--- src/rtl/core/brb_pkg.sv ---
// Shared types, codes and constants of the byte ring buffer.
package brb_pkg;

  // Field widths fixed by the interface
  localparam int LEN_W = 11;
  localparam int CNT_W = 10;
  localparam int BYTE_W = 8;

  // Defaults and limits
  localparam int DEPTH_DEF = 1024;
  localparam logic [LEN_W-1:0] LEN_RESET = 11'd1024;
  localparam int MIN_LEN = 2;

  // Internal queue depths (powers of two)
  localparam int CQ_DEPTH = 2;
  localparam int OQ_DEPTH = 4;
  localparam int OQ_CW = $clog2(OQ_DEPTH) + 1;

  // Request codes
  localparam logic [2:0] REQ_WRITE  = 3'd0;
  localparam logic [2:0] REQ_READ   = 3'd1;
  localparam logic [2:0] REQ_FLUSH  = 3'd2;
  localparam logic [2:0] REQ_ADV_RD = 3'd3;
  localparam logic [2:0] REQ_ADV_WR = 3'd4;

  // Status codes
  localparam logic [1:0] ST_OK    = 2'd0;
  localparam logic [1:0] ST_EMPTY = 2'd1;
  localparam logic [1:0] ST_FULL  = 2'd2;

  typedef enum logic [2:0] {
    OP_WRITE,
    OP_READ,
    OP_FLUSH,
    OP_ADV_RD,
    OP_ADV_WR,
    OP_QUERY
  } brb_op_t;

  typedef struct packed {
    logic [2:0]        req_type;
    logic [BYTE_W-1:0] wr_data;
    logic [CNT_W-1:0]  adjust_count;
    logic              burst_last;
  } brb_in_t;

  typedef struct packed {
    logic [BYTE_W-1:0] rd_data;
    logic              rd_valid;
    logic [1:0]        status;
    logic [CNT_W-1:0]  fill_count;
    logic [CNT_W-1:0]  free_count;
    logic [CNT_W-1:0]  read_run;
    logic [CNT_W-1:0]  write_run;
    logic              burst_end;
  } brb_out_t;

  // Classified command passed from front to back; count already clamped
  typedef struct packed {
    brb_op_t           op;
    logic [BYTE_W-1:0] wr_data;
    logic [CNT_W-1:0]  count;
    logic              burst_last;
  } brb_cmd_t;

endpackage

--- src/rtl/core/brb_front.sv ---
// Front end: takes request items, decodes the request and clamps the adjust count.
module brb_front #(
  parameter int DEPTH = brb_pkg::DEPTH_DEF
) (
  input  logic                 push,
  output logic                 full,
  input  brb_pkg::brb_in_t     in_data,
  input  logic [((($clog2(DEPTH)) > brb_pkg::LEN_W) ? $clog2(DEPTH) : brb_pkg::LEN_W)-1:0] len,
  input  logic                 cq_full,
  output logic                 cq_push,
  output brb_pkg::brb_cmd_t    cmd
);

  import brb_pkg::*;

  localparam int AW = $clog2(DEPTH);
  localparam int W  = (AW > LEN_W) ? AW : LEN_W;

  logic [W-1:0] cnt_ext;
  logic [W-1:0] len_m1;
  logic [W-1:0] cnt_clamped;

  // Transfer into the command queue
  assign full    = cq_full;
  assign cq_push = push && !cq_full;

  // Clamp the move to one less than the length in use
  assign cnt_ext     = W'(in_data.adjust_count);
  assign len_m1      = len - 1'b1;
  assign cnt_clamped = (cnt_ext > len_m1) ? len_m1 : cnt_ext;

  // Classify the request; unused codes behave as a query
  always_comb begin
    cmd.wr_data    = in_data.wr_data;
    cmd.count      = CNT_W'(cnt_clamped);
    cmd.burst_last = in_data.burst_last;
    case (in_data.req_type)
      REQ_WRITE:  cmd.op = OP_WRITE;
      REQ_READ:   cmd.op = OP_READ;
      REQ_FLUSH:  cmd.op = OP_FLUSH;
      REQ_ADV_RD: cmd.op = OP_ADV_RD;
      REQ_ADV_WR: cmd.op = OP_ADV_WR;
      default:    cmd.op = OP_QUERY;
    endcase
  end

endmodule

--- config.mk ---
export PLATFORM = sky130hd
export DESIGN_NAME = brb_front
export DESIGN_NICKNAME = d
export VERILOG_FILES = /design/src/rtl/core/brb_pkg.sv /design/src/rtl/core/brb_front.sv
export SDC_FILE = /design/constraint.sdc
export NUM_CORES = 1
export LEC_CHECK = 0
export ABC_AREA = 1
export BUFFER_PORTS_ARGS = -buffer_cell sky130_fd_sc_hd__buf_2
export CORE_MARGIN = 2
export CORE_UTILIZATION = 45
export DETAILED_ROUTE_END_ITERATION = 16
export PLACE_DENSITY = 0.9
export SYNTH_ARGS = -nofsm -noshare
export SYNTH_HDL_FRONTEND = slang
export SYNTH_SLANG_ARGS = --single-unit
--- constraint.sdc ---
create_clock -name vclk -period 6.05
set_input_delay 0.3025 -clock vclk [all_inputs]
set_output_delay 0.3025 -clock vclk [all_outputs]
set_load 0.05 [all_outputs]
==> summary.md <==
| Metric | Value |
|---|---|
| VDD IR max | `0.0626 mV` |
| Share of the yosys chip area belonging to registers | `0%` |
| Yosys cell types | `20` |
| Area growth syn-to-layout | `17.3%` |
| Max cap viols | `0` |
| Most frequent cells in the layout | `44 x nand2_1, 41 x buf_2, 24 x inv_1` |
| Slew @ Worst Pin | `0.420 ns` |
| Synthesized area per cell | `5.39 um2` |
| Core area | `0.00152 mm2` |
| All-Layer GR Usage | `18.4%` |
| Slew Limit Fails | `0` |
| Crit path top cell by count | `nand2_1` |
| Total gr overflow | `0` |
| Fmax | `302 MHz` |
| Wirelength, routed | `1.83 mm` |
| Initial Util | `48.4%` |
| Post-CTS setup buffer count | `0` |
| # diodes | `0` |
| Syn Nets | `183` |
| Hold buffer count at CTS | `0` |
| Worst path top cell family by delay | `simple AND/OR/NAND/NOR gates` |
| Via/cell ratio | `4.92` |
| Max_slew headroom | `72.0%` |
| Num sequential | `0` |
| Outcome | `finished, final reports clean` |
| Hold Vio Cnt, Final | `0` |
| Setup WS pre-CTS | `2.74 ns` |
| Worst Setup EP | `cmd[1]` |
| IO Pins | `59` |
| Critical path fanouts, max | `11` |
| Bufs and invs on worst path | `4` |
| Post-cts repair resize count | `0` |
| Critical path depth | `18` |
| Crit Path Class | `input port to output port` |
| Leakage | `0.581 nW` |
| DR pass1 iterations | `4` |
| Critical Path AT | `3.01 ns` |
| Startpoint Class | `input port` |
| Final HPWL DP | `1.64 mm` |
| Share of cells above drive strength 1 | `26.7%` |
| GP Congestion | `0.777` |
| PD cells | `112 mW/mm2` |
| Routed Antenna Nets | `0` |
| Vias in the first global route | `751` |
| Setup_tns | `0 ns` |
| Chip height | `44.5 um` |
| DR WL/cell | `10.1 um` |
| Final WS setup | `2.74 ns` |
| Unrepaired setup endpoints after global routing | `false` |
| Syn. warnings | `0` |
| Worst path cell trace | `buf_2, inv_1, ha_1, nand3_1, or3_1, nand2_1, inv_1, ha_1, nand2_1, nor3_1, nand2_1, nand3_1, nand2_1, nand2_1, nand2_2, nand2_1, nand2_1, buf_2` |
| Final-stage net count | `213` |
| Initial antenna violation count | `0` |
| Worst Hold Class | `input port to output port` |
| Critical path startpoint | `len[0]` |
| Via count | `891` |
| Mapped cell area | `738 um2` |
| Setup violations, final | `0` |
| Largest net degree at the start of global routing | `12` |
| Die area | `0.00198 mm2` |
| Register area | `0 um2` |
| Die width | `44.5 um` |
| Row cnt | `14` |
| First-pass GRT wire length | `2.90 mm` |
| CP required | `5.75 ns` |
| CP max stage delay | `0.32 ns` |
| Clock buffers | `0` |
| Critical Path Slowest Stage Cell | `or3_1` |
| Initial DRC Count | `15` |
| Port buffer count | `41` |
| Final period util | `54.8%` |
| Most common cell after layout, fill and taps aside | `nand2_1` |
| Mapped Cells | `137` |
| CP endpoint kind | `output port` |
| DRC | `0` |
| Tmin final | `3.31 ns` |
==> Yosys cell counts, drive strengths merged <==
master / count / area [um2]
nand4: 2 / 12.5
buf: 12 / 93.8
clkbuf: 1 / 3.75
nor2: 13 / 53.8
xnor2: 1 / 8.76
nand3b: 1 / 7.51
nand3: 13 / 65.1
nor3: 1 / 5.00
inv: 24 / 90.1
nor4: 1 / 6.26
a21o: 1 / 7.51
o21ai: 2 / 10.0
xor2: 5 / 43.8
nand2: 45 / 171
ha: 11 / 138
a21oi: 3 / 15.0
or3: 1 / 6.26
==> where the power goes <==
| group | switching [mW] | internal (mW) | total (mW) |
|---|---|---|---|
| sequential | 0 | 0 | 0 |
| combinational | 0.0688 | 0.0282 | 0.0970 |
| clock | 0 | 0 | 0 |
==> cells by family (layout without fill, tap and decap cells) <==
kind of cell / count (synthesis) / count (layout) / synth area share [%]
buffers and inverters: 37 / 65 / 25.4
AOI/OAI and AO/OA: 6 / 6 / 4.41
adders and majority gates: 11 / 11 / 18.6
xor gates and xnor gates: 6 / 6 / 7.12
and+or+nand+nor: 77 / 77 / 44.4
==> worst min path at each step <==
stage | slack (ns) | end | start | depth (start not counted)
finish | 0.61 | cmd[17] | in_data[17] | 0
floorplan | 0.77 | cmd[0] | in_data[0] | 1
global placement | 0.61 | cmd[14] | in_data[14] | 0
detailed placement | 0.61 | cmd[14] | in_data[14] | 0
CTS | 0.61 | cmd[14] | in_data[14] | 0
global route | 0.61 | cmd[17] | in_data[17] | 0
==> metal layers <==
metal	vias up	global-route usage (%)	wire, um
met5	-	0	0
met4	0	0.606	0
met3	0	0.816	155
met2	42	37.1	968
met1	380	21.9	703
li1	469	-	-
==> cell type report <==
class,count,area [um2]
well taps,16,20.0
repair buffers,41,205
fillers,162,658
multi-input cells,100,551
inverters,24,90.1
==> through the flow <==
stage / cell area [um2] / cells / utilization [%] / power [mW] / hold slack, ns
after floorplan: 738 / 137 / - / 0.0878 / 0.772
after detailed placement: 866 / 181 / 56.8 / 0.0971 / 0.605
after global placement: 866 / 181 / 56.8 / 0.0943 / 0.605
final: 866 / 181 / 56.8 / 0.0970 / 0.605
after global routing: 866 / 181 / 56.8 / 0.106 / 0.605
after CTS: 866 / 181 / 56.8 / 0.0974 / 0.605
(Power assumes the default switching activity.)
