File: src/rtl/core/brb_fifo.sv
// Small register FIFO used for the command queue and the result queue.
module brb_fifo #(
  parameter int WIDTH = 8,
  parameter int DEPTH = 4
) (
  input  logic                       clk,
  input  logic                       rst_n,
  input  logic                       push,
  input  logic [WIDTH-1:0]           wdata,
  input  logic                       pop,
  output logic [WIDTH-1:0]           rdata,
  output logic                       full,
  output logic                       empty,
  output logic [$clog2(DEPTH):0]     count
);

  localparam int AW = $clog2(DEPTH);

  logic [WIDTH-1:0] mem [DEPTH];
  logic [AW-1:0]    wr_ptr_r;
  logic [AW-1:0]    rd_ptr_r;
  logic [AW:0]      count_r;
  logic             do_push;
  logic             do_pop;

  assign full    = (count_r == (AW+1)'(DEPTH));
  assign empty   = (count_r == '0);
  assign count   = count_r;
  assign rdata   = mem[rd_ptr_r];
  assign do_push = push && !full;
  assign do_pop  = pop && !empty;

  // Storage, no reset needed
  always_ff @(posedge clk) begin
    if (do_push) begin
      mem[wr_ptr_r] <= wdata;
    end
  end

  // Pointers and occupancy
  always_ff @(posedge clk) begin
    if (!rst_n) begin
      wr_ptr_r <= '0;
      rd_ptr_r <= '0;
      count_r  <= '0;
    end else begin
      if (do_push) begin
        wr_ptr_r <= wr_ptr_r + 1'b1;
      end
      if (do_pop) begin
        rd_ptr_r <= rd_ptr_r + 1'b1;
      end
      if (do_push && !do_pop) begin
        count_r <= count_r + 1'b1;
      end else if (do_pop && !do_push) begin
        count_r <= count_r - 1'b1;
      end
    end
  end

endmodule

File: config.mk
export PLATFORM = sky130hd
export DESIGN_NAME = brb_fifo
export DESIGN_NICKNAME = d
export VERILOG_FILES = /design/src/rtl/core/brb_fifo.sv
export SDC_FILE = /design/constraint.sdc
export NUM_CORES = 1
export LEC_CHECK = 0
export BUFFER_PORTS_ARGS = -buffer_cell sky130_fd_sc_hd__buf_2
export CAP_MARGIN = 15
export CORE_ASPECT_RATIO = 2
export CORE_MARGIN = 4
export CORE_UTILIZATION = 55
export DETAILED_ROUTE_END_ITERATION = 6
export PLACE_DENSITY_LB_ADDON = 0.25
export SLEW_MARGIN = 20
export SYNTH_ARGS = -nofsm -noshare
export SYNTH_HDL_FRONTEND = slang
export SYNTH_SLANG_ARGS = --single-unit
File: constraint.sdc
create_clock -name clk -period 5.3 [get_ports clk]
set_input_delay 0.53 -clock clk [delete_from_list [all_inputs] [get_ports clk]]
set_output_delay 0.53 -clock clk [all_outputs]
set_load 0.01 [all_outputs]
==> metrics.cfg, run 1 <==
[run_status]
status=finished clean

[clocking]
htree_num_levels=2
hold_buffers=0
cts_tree=built
clock-sinks=41
cts_resized=0
insertion_delay_ns=0.29
postCtsSetupRepairBufs=0
cts_inserted_buffers=5
clock_path_buffers=2
clk_pin_slew_ns=0.07
cts-root-buf=clkbuf_8

[routing]
viasPerCell=5.59
met3_length_um=132
ant_nets=0
firstDrtPassIters=2
wl_per_cell_um=17.5
route.detailed.drc=0
top_layer=met4
drt_iter0_drc=9
routed_wl_mm=2.58
dr_wl_met2_mm=1.53
dr_total_vias=821
m1WireLength_um=873

[synthesis]
yosysWarnings=0
synth_cells=90
ys.flop_type=edfxtp_1
synthArstFlopShare=0
ys_ff_latch=41
synth_edf_count=32
syn_nets=108
syn_area_um2=1640
avgSynthCellArea_um2=18.2
synth_cell_types=23
ys_seq_area_frac=0.696

[worst_setup_path]
critical_path_class=reg -> reg
critPathSlowestCell=dfxtp_1
cp-end-kind=register
slowest_delay_ns=0.51
worst_ep_arrival_time_ns=2.60
worstPathCellList=nor3b_2, nor2b_1, ha_1, inv_1, fa_1, xor2_1, or3_1, a21boi_1
worst-path-buf-inv=1
cp-start-kind=register
required_ns=5.53
crit_fanout=7
critical_path.top_delay_family=simple AND/OR/NAND/NOR gates

[placed_design]
portBuffers=24
dpl.hpwl_mm=1.93
finalWeightedCongestion=0.652

[timing]
worst_slew_pin_slew_ns=0.526
finalCriticalPeriod_ns=2.38
finalSetupTns_ns=0
slew_violations=0
fmax_mhz=421
clock_skew_ns=0.00461
min_period_over_period=0.448
hold_viol=0
rsz0062_at_grt=no
setup_viol=0
slew-limit-headroom=0.649

[pwr]
total_power_mw=0.871
power_leakage_nw=0.689
peakVddDrop_v=0.000388
power.density_nw_per_um2=468

[floorplanning]
start_util=0.585
die_h_um=85.2
fp.coreArea_um2=2800
pin_count=25
die_area_um2=3970
rows=27
die-width_um=46.6

[worst_hold_path]
hp-class=in -> reg

[cells_and_area]
layout.nets=135
syn_to_final_growth_pct=13.7
final_layout_size_suffix_gt1_frac=0.347
antenna_cells=0

[grt]
grt_max_degree=13
overflow=0
grt_pass1_wl_mm=4.30
grt_pass1_vias=909
grt_usage=0.157
antenna_found_initial=0

[flow_run]
cap_violations=0

## layout make-up
| type | count | area [um2] |
|---|---|---|
| repair buffers | 24 | 120 |
| inverters | 3 | 11.3 |
| clock buffers | 6 | 82.6 |
| fillers | 202 | 941 |
| flip-flops and latches | 41 | 1140 |
| multi-input cells | 42 | 463 |
| clock inverters | 2 | 8.76 |
| well taps | 29 | 36.3 |
## stage by stage
step                      hold WS, ns   util  instance area [um2]  std cells  worst slack, ns
after detailed placement        0.511  0.632                 1770        139             2.88
after floorplan                 0.468      -                 1640         90             3.18
final                           0.453  0.664                 1860        147             2.92
after global routing            0.446  0.664                 1860        147             2.68
after CTS                       0.446  0.664                 1860        147             2.89
after global placement          0.481  0.632                 1770        139             2.99
## cells in the mapped netlist, drive strengths merged, types with 2 or more instances
library cell  number  area [um2]
and2               8        50.1
inv                3        11.3
dfxtp              9         180
nand2              4        15.0
buf                3        20.0
mux4               8         180
mux2i              3        30.0
nor2b              2        12.5
edfxtp            32         961
ha                 5        62.6
xnor2              3        26.3
## layout by cell type, fill, tap and decap left out
cell type and count:
mux4_2 8, o21ai_0 1, a21boi_1 1, inv_1 3, edfxtp_1 32, mux2i_1 3, fa_1 1, clkinv_2 1
nor3_1 1, clkbuf_8 6, ha_1 5, nor2b_1 2, o31ai_2 1, xor2_1 1, clkinv_1 1, buf_2 24
nor3b_2 1, o311ai_1 1, nand2_1 4, xnor2_1 3, dfxtp_1 9, or3_1 1, and2_1 8
## where the power goes
part | internal, mW | total (mW) | switching, mW
Combinational | 0.123 | 0.223 | 0.0997
Clock | 0.103 | 0.205 | 0.102
Sequential | 0.395 | 0.443 | 0.0479
Total | 0.622 | 0.871 | 0.249
## final timing paths
path	startpoint	to	slack (ns)	depth (start not counted)
worst max-delay path	count[0]	count[2]	2.92	8
worst max register to register	count[0]	count[2]	2.92	8
worst min register to register	wr_ptr_r[1]	wr_ptr_r[1]	0.51	2
worst min-delay path	wdata[3]	mem[2][3]	0.45	1
## registers in the layout (all words and copies together) (netlist names), named ones only
name,flops
mem,32
count,3
rd_ptr_r,2
wr_ptr_r,2
## cells by family after synthesis
kind of cell | after synthesis | synth area share
DFF | 41 | 0.696
xor gates and xnor gates | 4 | 0.0214
and+or+nand+nor | 17 | 0.0618
buffers and inverters | 7 | 0.0214
adders and majority gates | 6 | 0.0504
muxes | 11 | 0.128
AOI/OAI and AO/OA | 4 | 0.0206
## routing by layer
metal | up-vias | global-route usage
li1 | 391 | -
met1 | 400 | 0.158
met2 | 25 | 0.274
met3 | 5 | 0.0467
met4 | 0 | 0.0777
met5 | - | 0
(Power assumes the default switching activity.)
==> run 2: changes to the inputs <==
--- a/config.mk
+++ b/config.mk
@@ -5,6 +5,7 @@
 export SDC_FILE = /design/constraint.sdc
 export NUM_CORES = 1
 export LEC_CHECK = 0
+export ABC_AREA = 1
 export BUFFER_PORTS_ARGS = -buffer_cell sky130_fd_sc_hd__buf_2
 export CAP_MARGIN = 15
 export CORE_ASPECT_RATIO = 2
==> constraint.sdc (replaced) <==
create_clock -name clk -period 2.2 [get_ports clk]
set_input_delay 0.22 -clock clk [delete_from_list [all_inputs] [get_ports clk]]
set_output_delay 0.22 -clock clk [all_outputs]
set_load 0.01 [all_outputs]
==> run 2 against run 1 <==
Against the previous run: flip-flop and latch count unchanged; synthesized cell count up 62%; clock-buffer cell count down 1; largest cell class unchanged.
==> metrics.cfg, run 2 <==
[run_status]
status=finished clean  ; unchanged

[routing]
wl_per_cell_um=15.3  ; was 17.5 um
viasPerCell=5.48  ; was 5.59
ant_nets=0  ; unchanged
drt_iter0_drc=22  ; was 9
dr_total_vias=1157  ; was 821
firstDrtPassIters=4  ; was 2
route.detailed.drc=0  ; unchanged
routed_wl_mm=3.23  ; was 2.58 mm

[synthesis]
ys_ff_latch=41  ; unchanged
synth_edf_count=32  ; unchanged
synthSimpleGateAreaFrac=0.120  ; was 0.0618
synthAdderAreaFrac=0.0490  ; was 0.0504
yosysWarnings=0  ; unchanged
synth_area_leaders=edfxtp_1 57%, dfxtp_1 11%, nor2_1 6.7%  ; was edfxtp_1 59%, dfxtp_1 11%, mux4_2 11%
netlist.area_leader.share=0.570  ; was 0.586
yosys.area.top_type=edfxtp_1  ; unchanged
synthArstFlopShare=0  ; unchanged
ys_seq_area_frac=0.677  ; was 0.696
synth_mux_area_frac=0  ; was 0.128
synth_cell_types=18  ; was 23
ys.flop_type=edfxtp_1  ; unchanged
synth_common_cells=32 x edfxtp_1, 30 x nor2_1, 17 x inv_1, 13 x nand2_1, 13 x o21ai_0  ; was 32 x edfxtp_1, 9 x dfxtp_1, 8 x and2_1, 8 x mux4_2, 5 x ha_1
synth_top_family_by_area=simple AND/OR/NAND/NOR gates  ; was multiplexers
synth_cells=146  ; was 90
syn_nets=164  ; was 108
syn_area_um2=1690  ; was 1640 um2
synth.most_common_cell=edfxtp_1  ; unchanged
synth_xor_area_frac=0.00520  ; was 0.0214
synth_compound_area_frac=0.0958  ; was 0.0206
avgSynthCellArea_um2=11.5  ; was 18.2 um2

[clocking]
cts_resized=0  ; unchanged
clock_path_buffers=2  ; unchanged
htree_num_levels=2  ; unchanged
hold_buffers=0  ; unchanged
cts_inserted_buffers=5  ; unchanged
cts_tree=built  ; unchanged
insertion_delay_ns=0.29  ; about the same
clk_pin_slew_ns=0.08  ; was 0.07 ns
postCtsSetupRepairBufs=0  ; unchanged
cts-root-buf=clkbuf_8  ; unchanged
clock-sinks=41  ; unchanged

[cells_and_area]
layout.nets=198  ; was 135
final_layout_size_suffix_gt1_frac=0.238  ; was 0.347
top_register=mem  ; unchanged
antenna_cells=0  ; unchanged
fin_util=0.677  ; was 0.664
largest_reg_flops=32  ; unchanged
stdcell_count=211  ; was 147
final_cell_mix=32 x edfxtp_1, 30 x nor2_1, 24 x buf_2  ; was 32 x edfxtp_1, 24 x buf_2, 9 x dfxtp_1
syn_to_final_growth_pct=18.2  ; was 13.7%
layout_commonest_cell=edfxtp_1  ; unchanged

[placed_design]
place_ws_ns=0.296  ; was 2.88 ns
finalWeightedCongestion=0.699  ; was 0.652
place_inst=203  ; was 139
portBuffers=24  ; unchanged
dpl.hpwl_mm=2.40  ; was 1.93 mm

[timing]
worst_slew_pin_slew_ns=0.335  ; was 0.526 ns
min_period_over_period=0.866  ; was 0.448
slew_violations=0  ; unchanged
fmax_mhz=525  ; was 421 MHz
slew-limit-headroom=0.777  ; was 0.649
hold_viol=0  ; unchanged
rsz0062_at_grt=no  ; unchanged
setup_viol=0  ; unchanged
worst_slack_ns=0.295  ; was 2.92 ns
finalCriticalPeriod_ns=1.91  ; was 2.38 ns
finalSetupTns_ns=0  ; unchanged
clock_skew_ns=0.00726  ; was 0.00461 ns

[grt]
overflow=0  ; unchanged
grt_usage=0.189  ; was 0.157
antenna_found_initial=0  ; unchanged
grt_max_degree=17  ; was 13
grt_pass1_wl_mm=5.43  ; was 4.30 mm
grt_pass1_vias=1264  ; was 909

[worst_setup_path]
crit_fanout=5  ; was 7
worst-path-buf-inv=2  ; was 1
cp-start-kind=register  ; unchanged
critPathSlowestCell=fa_1  ; was dfxtp_1
worstPathCellList=nor2_1, nand2_1, nand2_2, inv_1, ha_1, inv_1, fa_1, o21ai_0, nor2_1  ; was nor3b_2, nor2b_1, ha_1, inv_1, fa_1, xor2_1, or3_1, a21boi_1
cp-startpoint=count[0]  ; unchanged
timing.rr.end=count[1]  ; was count[2]
critical_path_class=reg -> reg  ; unchanged
reg2reg_from=count[0]  ; unchanged
cp-end-kind=register  ; unchanged
cp-endpoint=count[1]  ; was count[2]
slowest_delay_ns=0.42  ; was 0.51 ns
reg2reg_depth=9  ; was 8
worst_ep_arrival_time_ns=2.08  ; was 2.60 ns
required_ns=2.38  ; was 5.53 ns
reg2reg_slack_ns=0.29  ; was 2.92 ns
critical_path.top_delay_family=adder cells  ; was simple AND/OR/NAND/NOR gates
crit_cells=9  ; was 8

[worst_hold_path]
hold_start=wdata[7]  ; was wdata[3]
hp-class=in -> reg  ; unchanged

[floorplanning]
start_util=0.573  ; was 0.585
rows=28  ; was 27
die_area_um2=4070  ; was 3970 um2
pin_count=25  ; unchanged
fp.coreArea_um2=2940  ; was 2800 um2
die-width_um=47.1  ; was 46.6 um
die_h_um=86.3  ; was 85.2 um

[flow_run]
cap_violations=0  ; unchanged

[pwr]
power.density_nw_per_um2=1200  ; was 468 nW/um2
total_power_mw=2.40  ; was 0.871 mW
peakVddDrop_v=0.000972  ; was 0.000388 V
power_leakage_nw=0.820  ; was 0.689 nW

run 2: cell count changes after synthesis, moves of 8 or more:
cell / delta
inv_1: +14
mux4_2: -8
o21ai_0: +12
nor2_1: +30
and2_1: -8
o22ai_1: +8
nand2_1: +9
run 2: cell type report:
cell class / instances / area (um2)
Tap cell: 30 / 37.5
Fill cell: 241 / 951
Timing Repair Buffer: 29 / 158
Multi-Input combinational cell: 85 / 454
Inverter: 18 / 67.6
Clock inverter: 3 / 65.1
Sequential cell: 41 / 1140
Clock buffer: 5 / 68.8
run 2: how the worst min path moves through the flow:
| stage | to | depth (start not counted) |
|---|---|---|
| global route | mem[2][7] | 1 |
| CTS | mem[2][7] | 1 |
| global placement | mem[3][1] | 1 |
| floorplan | mem[0][0] | 0 |
| finish | mem[2][7] | 1 |
| detailed placement | mem[3][5] | 1 |
run 2: report_power, final:
part | total (mW) | switching [mW] | internal, mW | leakage [nW]
Sequential | 1.03 | 0.0783 | 0.950 | 0.367
Combinational | 0.669 | 0.414 | 0.255 | 0.385
Clock | 0.699 | 0.249 | 0.451 | 0.0681
run 2: stage by stage:
stage	instance area [um2]	hold WS [ns]
after detailed placement	1860	0.437
after global routing	1990	0.122
after floorplan	1690	0.319
after global placement	1860	0.429
after CTS	1990	0.132
final	1990	0.138
run 2: routing by layer:
layer / part of all wire / vias to the layer above / track usage
li1: - / 562 / -
met1: 0.35 / 556 / 0.180
met2: 0.57 / 29 / 0.336
met3: 0.046 / 10 / 0.0478
met4: 0.035 / 0 / 0.111
met5: 0 / - / 0
run 2: cell families after synthesis:
kind of cell / after synthesis
AOI/OAI and AO/OA: 28
xor gates and xnor gates: 1
adders and majority gates: 6
buffers and inverters: 20
DFF: 41
and+or+nand+nor: 50
run 2: worst reg2reg max path, stage by stage, from the launching register on:
cell and delay (ns):
dfxtp_1 0.36, nor2_1 0.15, nand2_1 0.13, nand2_2 0.11, inv_1 0.08, ha_1 0.21
inv_1 0.10, fa_1 0.42, o21ai_0 0.19, nor2_1 0.05
